**src/hw/rtl/kms_pkg.sv**
```systemverilog
// Shared command and status codes and the pointer-update request type.
package kms_pkg;

  typedef logic [1:0] cmd_t;
  typedef logic [1:0] status_t;

  localparam cmd_t CMD_APPEND = 2'd0;
  localparam cmd_t CMD_POP    = 2'd1;
  localparam cmd_t CMD_CLEAR  = 2'd2;

  localparam status_t STAT_DONE  = 2'd0;
  localparam status_t STAT_DROP  = 2'd1;
  localparam status_t STAT_EMPTY = 2'd2;

  // Pointer table update request; at most one of these is set per cycle.
  typedef struct packed {
    logic append;
    logic pop;
    logic clear;
  } ptr_op_t;

endpackage

```
**src/hw/rtl/kms_ptrs.sv**
```systemverilog
// Per-list head, tail and fill count registers with append, pop and clear updates.
module kms_ptrs #(
  parameter int LIST_COUNT = 8,
  parameter int LIST_DEPTH = 64,
  localparam int LW = $clog2(LIST_COUNT),
  localparam int PW = $clog2(LIST_DEPTH),
  localparam int FW = $clog2(LIST_DEPTH + 1)
) (
  input  logic            clk,
  input  logic            rst_n,
  input  logic [LW-1:0]   app_list,
  output logic [PW-1:0]   app_tail,
  output logic            app_full,
  input  logic [LW-1:0]   scan_list,
  output logic [PW-1:0]   scan_head,
  output logic            scan_nonempty,
  input  kms_pkg::ptr_op_t op,
  input  logic [LW-1:0]   upd_list
);
  import kms_pkg::*;

  logic [PW-1:0] head_r [LIST_COUNT];
  logic [PW-1:0] tail_r [LIST_COUNT];
  logic [FW-1:0] fill_r [LIST_COUNT];
  logic [PW-1:0] head_nxt [LIST_COUNT];
  logic [PW-1:0] tail_nxt [LIST_COUNT];
  logic [FW-1:0] fill_nxt [LIST_COUNT];

  function automatic logic [PW-1:0] next_pos(input logic [PW-1:0] p);
    next_pos = (p == PW'(LIST_DEPTH - 1)) ? '0 : p + 1'b1;
  endfunction

  assign app_tail      = tail_r[app_list];
  assign app_full      = (fill_r[app_list] == FW'(LIST_DEPTH));
  assign scan_head     = head_r[scan_list];
  assign scan_nonempty = (fill_r[scan_list] != '0);

  always_comb begin
    for (int i = 0; i < LIST_COUNT; i++) begin
      head_nxt[i] = head_r[i];
      tail_nxt[i] = tail_r[i];
      fill_nxt[i] = fill_r[i];
      if (op.clear) begin
        head_nxt[i] = '0;
        tail_nxt[i] = '0;
        fill_nxt[i] = '0;
      end else if (upd_list == LW'(i)) begin
        if (op.append) begin
          tail_nxt[i] = next_pos(tail_r[i]);
          fill_nxt[i] = fill_r[i] + 1'b1;
        end else if (op.pop) begin
          head_nxt[i] = next_pos(head_r[i]);
          fill_nxt[i] = fill_r[i] - 1'b1;
        end
      end
    end
  end

  always_ff @(posedge clk) begin
    for (int i = 0; i < LIST_COUNT; i++) begin
      if (!rst_n) begin
        head_r[i] <= '0;
        tail_r[i] <= '0;
        fill_r[i] <= '0;
      end else begin
        head_r[i] <= head_nxt[i];
        tail_r[i] <= tail_nxt[i];
        fill_r[i] <= fill_nxt[i];
      end
    end
  end

`ifndef SYNTHESIS
  // The control never appends to a full list or pops an empty one.
  a_no_overfill: assert property (@(posedge clk) disable iff (!rst_n)
    (op.append && !op.clear) |-> (fill_r[upd_list] != FW'(LIST_DEPTH)))
    else $error("append to a full list");
  a_no_underflow: assert property (@(posedge clk) disable iff (!rst_n)
    (op.pop && !op.clear) |-> (fill_r[upd_list] != '0))
    else $error("pop from an empty list");
  a_one_op: assert property (@(posedge clk) disable iff (!rst_n)
    $countones({op.append, op.pop, op.clear}) <= 1)
    else $error("more than one pointer update at once");
`endif

endmodule

```
**config.mk**
```make
export PLATFORM = sky130hd
export DESIGN_NAME = kms_ptrs
export DESIGN_NICKNAME = d
export VERILOG_FILES = /design/src/hw/rtl/kms_pkg.sv /design/src/hw/rtl/kms_ptrs.sv
export SDC_FILE = /design/constraint.sdc
export NUM_CORES = 1
export LEC_CHECK = 0
export ABC_CLOCK_PERIOD_IN_PS = 6700
export BUFFER_PORTS_ARGS = -buffer_cell sky130_fd_sc_hd__buf_2
export CAP_MARGIN = 20
export CORE_ASPECT_RATIO = 1.1
export CORE_MARGIN = 4
export CORE_UTILIZATION = 55
export DETAILED_ROUTE_END_ITERATION = 6
export PLACE_DENSITY_LB_ADDON = 0.25
export RECOVER_POWER = 100
export SYNTH_ARGS = -nofsm -noshare
export SYNTH_HDL_FRONTEND = slang
export SYNTH_SLANG_ARGS = --single-unit
```
**constraint.sdc**
```tcl
create_clock -name clk -period 6.7 [get_ports clk]
set_input_delay 0 -clock clk [delete_from_list [all_inputs] [get_ports clk]]
set_output_delay 0 -clock clk [all_outputs]
set_load 0.01 [all_outputs]
```
==> qor.csv, run 1 <==
metric;value;unit
outcome;finished with violations;
fillers;1403;
cts repair resizes;0;
fin. max-slew vios;159;
wire per inst;15.69;um
library cells used by synthesis;66;
IO buf count;27;
Yosys top cell area share;0.3344;
Register Area;0.003043;sq mm
total power;2024;uW
crit path time final;4092;ps
nets;1110;
Area Growth Syn to Fin;8.497;%
TritonCTS clock tree;built;
number of warnings issued by yosys;0;
clock transition at the registers of the reported paths;60;ps
Slew HR;-1.008;
htree depth;4;
vias in the first global route;6970;
Area contributors post-synth;dfxtp_1 33%, ha_1 7.7%, mux4_2 6.4%;
CTS max path bufs;2;
Post-Synth Adder-Cell Area;0.09460;
xor and xnor area share after synthesis;0.1049;
IO Count;28;
simple-gate share of the synthesized area;0.2304;
Sw Share;0.2471;
number of antenna diodes;0;
vias per cell;5.831;
largest net degree at the start of global routing;66;
critical path endpoint category;register;
largest fanout on the critical path;53;
failing checks;capacitance limit, slew limit;
Vias;7271;
Syn Area/Cell;8.895;sq um
area of the multi-input gates;0.005812;sq mm
FF+latch count, synth;152;
first-pass GRT wire length;33260;um
sequential-to-total area share from yosys stat;0.3344;
Initial Utilization;0.5580;
WS Path Type;in2reg;
Comb pwr share;0.081;
main combinational cell family by area after synthesis;simple AND/OR/NAND/NOR gates;
fraction of layout cells with a size suffix above 1;0.09012;
Num CTS Buffers;17;
Die ar.;0.01867;sq mm
synthesized area;0.009100;sq mm
synth cell count leaders;152 x dfxtp_1, 147 x nor2_1, 92 x nand2_1;
area leader, netlist;dfxtp_1;
drt first pass iters;5;
Die W;130.6;um
Post-Route WL;19560;um
Critical Path RT;7020;ps
multiplexer area fraction after synthesis;0.09680;
cells after synthesis;1023;
clock power share;0.466;
Post-synth ARST share;0;
slew at the pin with the worst max-slew slack;3011;ps
count leader, synth;dfxtp_1;
setup tns final;0;ps
Flop pwr share;0.453;
row cnt;49;
post-synth net total;1101;
Final Hold Fails;0;
post-layout instance area;0.009873;sq mm
worst-case vdd ir drop;185.7;uV
Clock Skews;11.72;ps
Synth Flop Type;dfxtp_1;
Lkg Pwr;0.003769;uW
Detail Placement HPWL;13770;um
Pint;1524;uW
GP Congestion;0.8417;
DRC viols;0;
GRT Total Usage;0.2206;
initial antenna violation count;0;
RSZ-0062 raised after global routing;false;
number of synthesized flops with an enable pin;0;
Fmax;244.4;MHz
die height;142.9;um
Worst Setup Start Kind;input port;
DRT antenna net count;0;
Tcrit/Tclk final;0.6108;
clk_lat worst skew;430;ps
Hold-fix buffers, CTS;0;
Max-Cap Viols;3;
PwrDens;205.0;mW/mm^2
Hold Crit Class;in2reg;
GR Overflow Total;0;
CTS sink count;152;
initial DRC count;395;
NetSw;500.0;uW
post-synthesis compound-gate area fraction;0.1136;
post-placement cell area;0.009361;sq mm
Critical Path AT;4410;ps
Root Buffer;clkbuf_16;
final setup fails;0;
Core Area;0.01631;sq mm
# Post-CTS Setup Buffers;0;
## cell usage in the layout (no fill, tap or decap), types with 5 or more instances in the layout
cell         n
clkbuf_16   17
or3_1       12
o21a_1       5
a211oi_1    12
nand2_1     92
a21oi_1     46
mux2_2      10
xor2_1      58
dfxtp_1    152
and3_1      34
nor4_1      12
a21o_1      11
nand3_1     29
o21ai_0     35
nor3_1      15
xnor2_1     51
nor2_1     149
buf_2       13
nand2b_1     9
ha_1        56
nor2b_1      9
o22ai_1     16
clkbuf_1    17
fa_1         8
and2_1       7
mux2i_1     16
inv_1       16
nand4_1     25
mux4_2      26
a2111oi_0    7
## power by group through the flow
stage	sequential, uW	combinational, uW	clock (uW)
final	917	163	944
after global routing	917	183	1000
after CTS	916	166	959
after detailed placement	937	165	0
after global placement	936	163	0
after floorplan	935	128	0
## final timing paths
path                      from           end  slack (ps)  cells after the start
setup / recovery         op[2]  fill_r[2][6]        2610                      9
hold / removal           op[1]  head_r[6][2]         150                      5
setup reg to reg  fill_r[2][0]  fill_r[2][6]        4530                      6
hold reg to reg   fill_r[6][2]  fill_r[6][2]         490                      2
## routing by layer
metal | global-route usage | routed length (um) | vias up
met5 | 0 | 0 | -
met4 | 0.06497 | 291 | 0
met3 | 0.03704 | 595 | 20
met2 | 0.3682 | 9350 | 98
met1 | 0.2939 | 9323 | 3453
li1 | - | - | 3700
## metrics by stage
stage          setup slack (ps)  hold WS, ps  std cells  utilization
3_5_place_dp               4012        471.8       1217       0.5740
3_3_place_gp               4044        468.8       1217       0.5740
4_1_cts                    4450        138.9       1247       0.6088
6_report                   2608        149.9       1247       0.6054
5_1_grt                    2134        190.2       1247       0.6054
2_1_floorplan              3343        228.7       1023            -
## logic make-up after synthesis
logic type,Yosys count
and+or+nand+nor,425
muxes,54
xor gates and xnor gates,109
buffers and inverters,57
DFF,152
adders and majority gates,64
AOI/OAI and AO/OA,162
## final cells by class
class / count / area share
clock buffers: 19 / 0.04486
repair buffers: 30 / 0.01343
flip-flops and latches: 152 / 0.3082
well taps: 204 / 0.02585
clock inverters: 11 / 0.01255
inverters: 17 / 0.006463
multi-input cells: 814 / 0.5886
## sequential cells by signal (all words and copies together) (netlist names)
signal,flops
fill_r,56
head_r,48
tail_r,48
## critical path, cell delays in order
cell and delay, ps:
buf_2 270, inv_1 100, clkbuf_1 2120, ha_1 570, and3_1 210, a2111oi_0 530
xnor2_1 130, or3_1 320, a21oi_1 140
Note: power is estimated with default switching activity, not from simulation.
==> run 2: changes to the inputs <==
--- a/config.mk
+++ b/config.mk
@@ -5,7 +5,7 @@
 export SDC_FILE = /design/constraint.sdc
 export NUM_CORES = 1
 export LEC_CHECK = 0
-export ABC_CLOCK_PERIOD_IN_PS = 6700
+export ABC_CLOCK_PERIOD_IN_PS = 3300
 export BUFFER_PORTS_ARGS = -buffer_cell sky130_fd_sc_hd__buf_2
 export CAP_MARGIN = 20
 export CORE_ASPECT_RATIO = 1.1
==> constraint.sdc (replaced) <==
create_clock -name clk -period 3.3 [get_ports clk]
set_input_delay 0 -clock clk [delete_from_list [all_inputs] [get_ports clk]]
set_output_delay 0 -clock clk [all_outputs]
set_load 0.01 [all_outputs]
==> run 2 against run 1 <==
The run now ends clean; sequential share of layout area is 0.29 points lower; flip-flop and latch count unchanged; cell count rose by 0.56%; design area increased by 0.96%; largest cell class unchanged; critical endpoint is now fill_r[4][5]; worst setup slack got worse by 1800 ps; wire length rose by 3.3%; core utilization grew 0.58 points; non-clock buffer count up 6; largest power group unchanged.
==> qor.csv, run 2 (synthesis gave the netlist of run 1 again) <==
metric;value;unit
initial antenna violation count;0;
Hold Crit Class;in2reg;
drt first pass iters;5;
Num CTS Buffers;17;
worst-case vdd ir drop;348.2;uV
post-placement cell area;0.009413;sq mm
number of antenna diodes;0;
dpl cells;1222;
most flop-heavy register;fill_r;
vias in the first global route;7103;
post-layout instance area;0.009968;sq mm
largest fanout on the critical path;23;
Final WS setup;774.7;ps
setup tns final;0;ps
PwrDens;429.3;mW/mm^2
CTS sink count;152;
Reg-to-Reg End;fill_r[7][6];
fin. max-slew vios;0;
wire per inst;16.11;um
GP Congestion;0.8243;
clk_lat worst skew;430;ps
RSZ-0062 raised after global routing;false;
Vias;7448;
crit path cell chain;buf_2 -> clkbuf_1 -> o21bai_1 -> nor2_1 -> or4b_1 -> nand3_1;
hold path cells;3;
reg-to-reg startpoint;fill_r[7][0];
GRT Total Usage;0.2258;
dpl ws;782.9;ps
Lkg Pwr;0.003814;uW
cts repair resizes;0;
htree depth;4;
Die W;130.6;um
row cnt;49;
Tcrit/Tclk final;0.7652;
outcome;finished clean;
Worst path max stage delay;990;ps
Fmax;396.0;MHz
IO buf count;27;
commonest non-fill, non-tap cell in the layout;dfxtp_1;
DRC viols;0;
Area Growth Syn to Fin;9.542;%
GR Overflow Total;0;
largest net degree at the start of global routing;53;
Hold-fix buffers, CTS;1;
Critical Path RT;3660;ps
Worst Path Buf+Inv;2;
Root Buffer;clkbuf_16;
Core Area;0.01631;sq mm
register-to-register setup slack;1140;ps
WHS Endpoint;fill_r[4][6];
number of cells on the worst reg-to-reg path;6;
initial DRC count;425;
most frequent cells in the layout;152 x dfxtp_1, 149 x nor2_1, 92 x nand2_1;
DRT antenna net count;0;
slowest CP cell;clkbuf_1;
slew at the pin with the worst max-slew slack;1385;ps
Post-Route WL;20210;um
WS Path Type;in2reg;
hold path start;rst_n;
Worst Setup Start Kind;input port;
CP top delay family;simple AND/OR/NAND/NOR gates;
Final Core Density;0.6112;
critical path endpoint category;register;
Slew HR;0.07653;
TritonCTS clock tree;built;
fraction of layout cells with a size suffix above 1;0.09143;
crit path time final;2525;ps
vias per cell;5.939;
Critical Path AT;2890;ps
first-pass GRT wire length;34000;um
die height;142.9;um
Largest regs;fill_r: 56 flops, head_r: 48 flops, tail_r: 48 flops;
final setup fails;0;
Initial Utilization;0.5580;
Final Hold Fails;0;
# Post-CTS Setup Buffers;0;
Max-Cap Viols;0;
Die ar.;0.01867;sq mm
IO Count;28;
clock transition at the registers of the reported paths;60;ps
nets;1116;
Detail Placement HPWL;14270;um
max reg flops;56;
Post-Layout Cell Count;1254;
CTS max path bufs;2;
Clock Skews;7.019;ps
==> run 2: how the worst max path moves through the flow <==
stage / cells past startpoint / start / endpoint / slack, ps
after floorplan: 8 / op[2] / fill_r[1][6] / 720
after global placement: 9 / op[2] / fill_r[1][6] / 810
after detailed placement: 9 / op[2] / fill_r[2][6] / 780
after CTS: 6 / fill_r[5][0] / fill_r[5][6] / 1210
after global routing: 6 / op[2] / fill_r[4][5] / 560
final: 6 / op[2] / fill_r[4][5] / 770
==> run 2: layout make-up <==
class	count	area (sq um)
Fill cell	1426	6340
Multi-Input combinational cell	814	5801
Sequential cell	152	3043
Clock buffer	20	446.7
Tap cell	204	255.2
Timing Repair Buffer	36	186.4
Clock inverter	11	171.4
Inverter	17	65.06
==> run 2: routing by layer <==
metal,global-route usage,part of all wire,up-vias
met1,0.2975,0.47,3580
met2,0.3768,0.48,124
li1,-,-,3711
met3,0.03928,0.034,33
met4,0.07255,0.017,0
met5,0,0,-
==> run 2: worst min-delay path, delay by kind of cell <==
kind / cells / cell delay [ps]
and+or+nand+nor: 1 / 170
buffers and inverters: 1 / 120
AOI/OAI and AO/OA: 1 / 110
==> run 2: report_power, final <==
part / internal, uW / switching (uW) / total (uW) / leakage, uW
Sequential: 1850 / 13.5 / 1860 / 0.00123
Clock: 1280 / 791 / 2080 / 0.000297
Combinational: 124 / 219 / 343 / 0.00229
==> run 2: through the flow <==
stage	hold slack, ps	power (uW)
2_1_floorplan	228.7	2157
3_3_place_gp	357.4	2241
3_5_place_dp	366.4	2248
4_1_cts	12.58	4313
5_1_grt	38.36	4433
6_report	25.33	4279
==> run 3: changes to the inputs <==
--- a/config.mk
+++ b/config.mk
@@ -5,7 +5,7 @@
 export SDC_FILE = /design/constraint.sdc
 export NUM_CORES = 1
 export LEC_CHECK = 0
-export ABC_CLOCK_PERIOD_IN_PS = 3300
+export ABC_CLOCK_PERIOD_IN_PS = 2130
 export BUFFER_PORTS_ARGS = -buffer_cell sky130_fd_sc_hd__buf_2
 export CAP_MARGIN = 20
 export CORE_ASPECT_RATIO = 1.1
==> constraint.sdc (replaced) <==
create_clock -name clk -period 2.13 [get_ports clk]
set_input_delay 0 -clock clk [delete_from_list [all_inputs] [get_ports clk]]
set_output_delay 0 -clock clk [all_outputs]
set_load 0.01 [all_outputs]
==> run 3 against run 2 <==
Sequential share of layout area is 0.80 points lower; largest power group unchanged; worst setup slack worse by 640 ps; register-to-register slack worse by 1000 ps; critical path depth stayed put; clock-buffer cell count stayed put; via count is 1.5% higher; core utilization is 1.6 points higher; sequential power is 55% higher.
==> qor.csv, run 3 (synthesis gave the netlist of run 1 again) <==
metric;value;unit
Max-Cap Viols;0;
WHS Endpoint;fill_r[4][6];
Hold-fix buffers, CTS;0;
# Post-CTS Setup Buffers;0;
Die ar.;0.01867;sq mm
Tcrit/Tclk final;0.9361;
slowest CP cell;a2111oi_0;
clk_lat worst skew;430;ps
Area Growth Syn to Fin;12.50;%
row cnt;49;
Final Hold Fails;0;
Flop pwr share;0.433;
slew at the pin with the worst max-slew slack;713.8;ps
Slew HR;0.5231;
fillers;1416;
WS Path Type;reg2reg;
Core Area;0.01631;sq mm
CP top delay family;compound AO/OA/AOI/OAI gates;
drt first pass iters;5;
crit path cell chain;fa_1 -> a21o_1 -> a2111oi_0 -> xnor2_1 -> and3_1 -> o21a_1;
vias in the first global route;7266;
largest net degree at the start of global routing;37;
IO buf count;27;
Clock Skews;6.506;ps
number of antenna diodes;0;
Lkg Pwr;0.003940;uW
hold path start;op[0];
RSZ-0062 raised after global routing;false;
die height;142.9;um
Post-Route WL;20630;um
cts repair resizes;2;
fraction of layout cells with a size suffix above 1;0.1221;
Vias;7563;
CTS max path bufs;2;
nets;1146;
PwrDens;651.0;mW/mm^2
fin. max-slew vios;0;
NetSw;1633;uW
dpl cells;1253;
DRT antenna net count;0;
worst-case vdd ir drop;661.0;uV
largest fanout on the critical path;4;
commonest non-fill, non-tap cell in the layout;dfxtp_1;
Largest regs;fill_r: 56 flops, head_r: 48 flops, tail_r: 48 flops;
outcome;finished clean;
hold path cells;3;
Fmax;501.5;MHz
Hold Crit Class;in2reg;
initial DRC count;525;
number of cells on the worst reg-to-reg path;6;
Reg-to-Reg End;fill_r[1][6];
register-to-register setup slack;140;ps
Sw Share;0.2449;
Post-Layout Cell Count;1285;
most flop-heavy register;fill_r;
reg-to-reg startpoint;fill_r[1][1];
Worst Path Buf+Inv;0;
clock power share;0.482;
Root Buffer;clkbuf_16;
clock transition at the registers of the reported paths;60;ps
initial antenna violation count;0;
max reg flops;56;
Worst path max stage delay;460;ps
Initial Utilization;0.5580;
Final Core Density;0.6277;
IO Count;28;
Num CTS Buffers;17;
Pint;5032;uW
htree depth;4;
Critical Path RT;2450;ps
Comb pwr share;0.086;
GRT Total Usage;0.2297;
Die W;130.6;um
final setup fails;0;
crit path time final;1994;ps
GP Congestion;0.8542;
critical path endpoint category;register;
most frequent cells in the layout;152 x dfxtp_1, 149 x nor2_1, 92 x nand2_1;
Detail Placement HPWL;14730;um
TritonCTS clock tree;built;
Worst Setup Start Kind;register;
vias per cell;5.886;
wire per inst;16.06;um
GR Overflow Total;0;
CTS sink count;152;
DRC viols;0;
Critical Path AT;2310;ps
first-pass GRT wire length;34730;um
run 3: cell count changes in the layout (fill, tap and decap cells not counted), moves of 3 or more:
cell | previous run | this run
buf_4 | 3 | 24
nor4_1 | 12 | 9
a2111oi_0 | 4 | 1
clkbuf_1 | 19 | 27
nor4_2 | 0 | 3
a2111oi_2 | 0 | 4
run 3: worst min-delay path: stages:
cell     delay [ps]
buf_2           110
nor2b_4         130
o21a_1          140
run 3: per-stage QoR:
stage | total power, uW | setup WS, ps | cell area (sq um) | hold WS [ps] | TNS (ps)
floorplan | 3344 | 25.32 | 9112 | 228.7 | 0
global placement | 3510 | -66.20 | 9657 | 432.0 | -163.6
detailed placement | 3520 | -114.1 | 9657 | 436.7 | -275.1
CTS | 6718 | 41.24 | 10290 | 1.132 | 0
global route | 6902 | 20.75 | 10240 | 22.42 | 0
finish | 6665 | 136.2 | 10240 | 13.28 | 0
run 3: how the worst max path moves through the flow:
stage	from	endpoint	slack [ps]	cells after the start
floorplan	op[2]	fill_r[1][6]	30	8
global placement	op[2]	fill_r[4][6]	-70	9
detailed placement	op[2]	fill_r[5][6]	-110	9
CTS	fill_r[6][2]	app_full	40	6
finish	fill_r[1][1]	fill_r[1][6]	140	6
global route	fill_r[2][0]	fill_r[2][6]	20	6
run 3: routing by layer:
| layer | part of all wire | vias up | GRT usage |
|---|---|---|---|
| met2 | 0.50 | 106 | 0.3881 |
| met1 | 0.46 | 3666 | 0.3021 |
| met4 | 0.015 | 0 | 0.07093 |
| li1 | - | 3767 | - |
| met5 | 0 | - | 0 |
| met3 | 0.028 | 24 | 0.03629 |
run 3: final cells by class:
class                           instances  area, sq um  share of cell area
Clock inverter                         12        161.4             0.01577
Tap cell                              204        255.2             0.02493
Inverter                               17        76.32            0.007455
Timing Repair Buffer                   66        374.1             0.03654
Sequential cell                       152         3043              0.2972
Multi-Input combinational cell        814         5861              0.5725
Clock buffer                           20        466.7             0.04559
run 3: power by group through the flow:
stage / sequential (uW) / combinational [uW] / clock (uW)
global placement: 2950 / 564 / 0
CTS: 2880 / 578 / 3260
detailed placement: 2950 / 575 / 0
finish: 2880 / 570 / 3210
global route: 2880 / 632 / 3390
floorplan: 2940 / 404 / 0
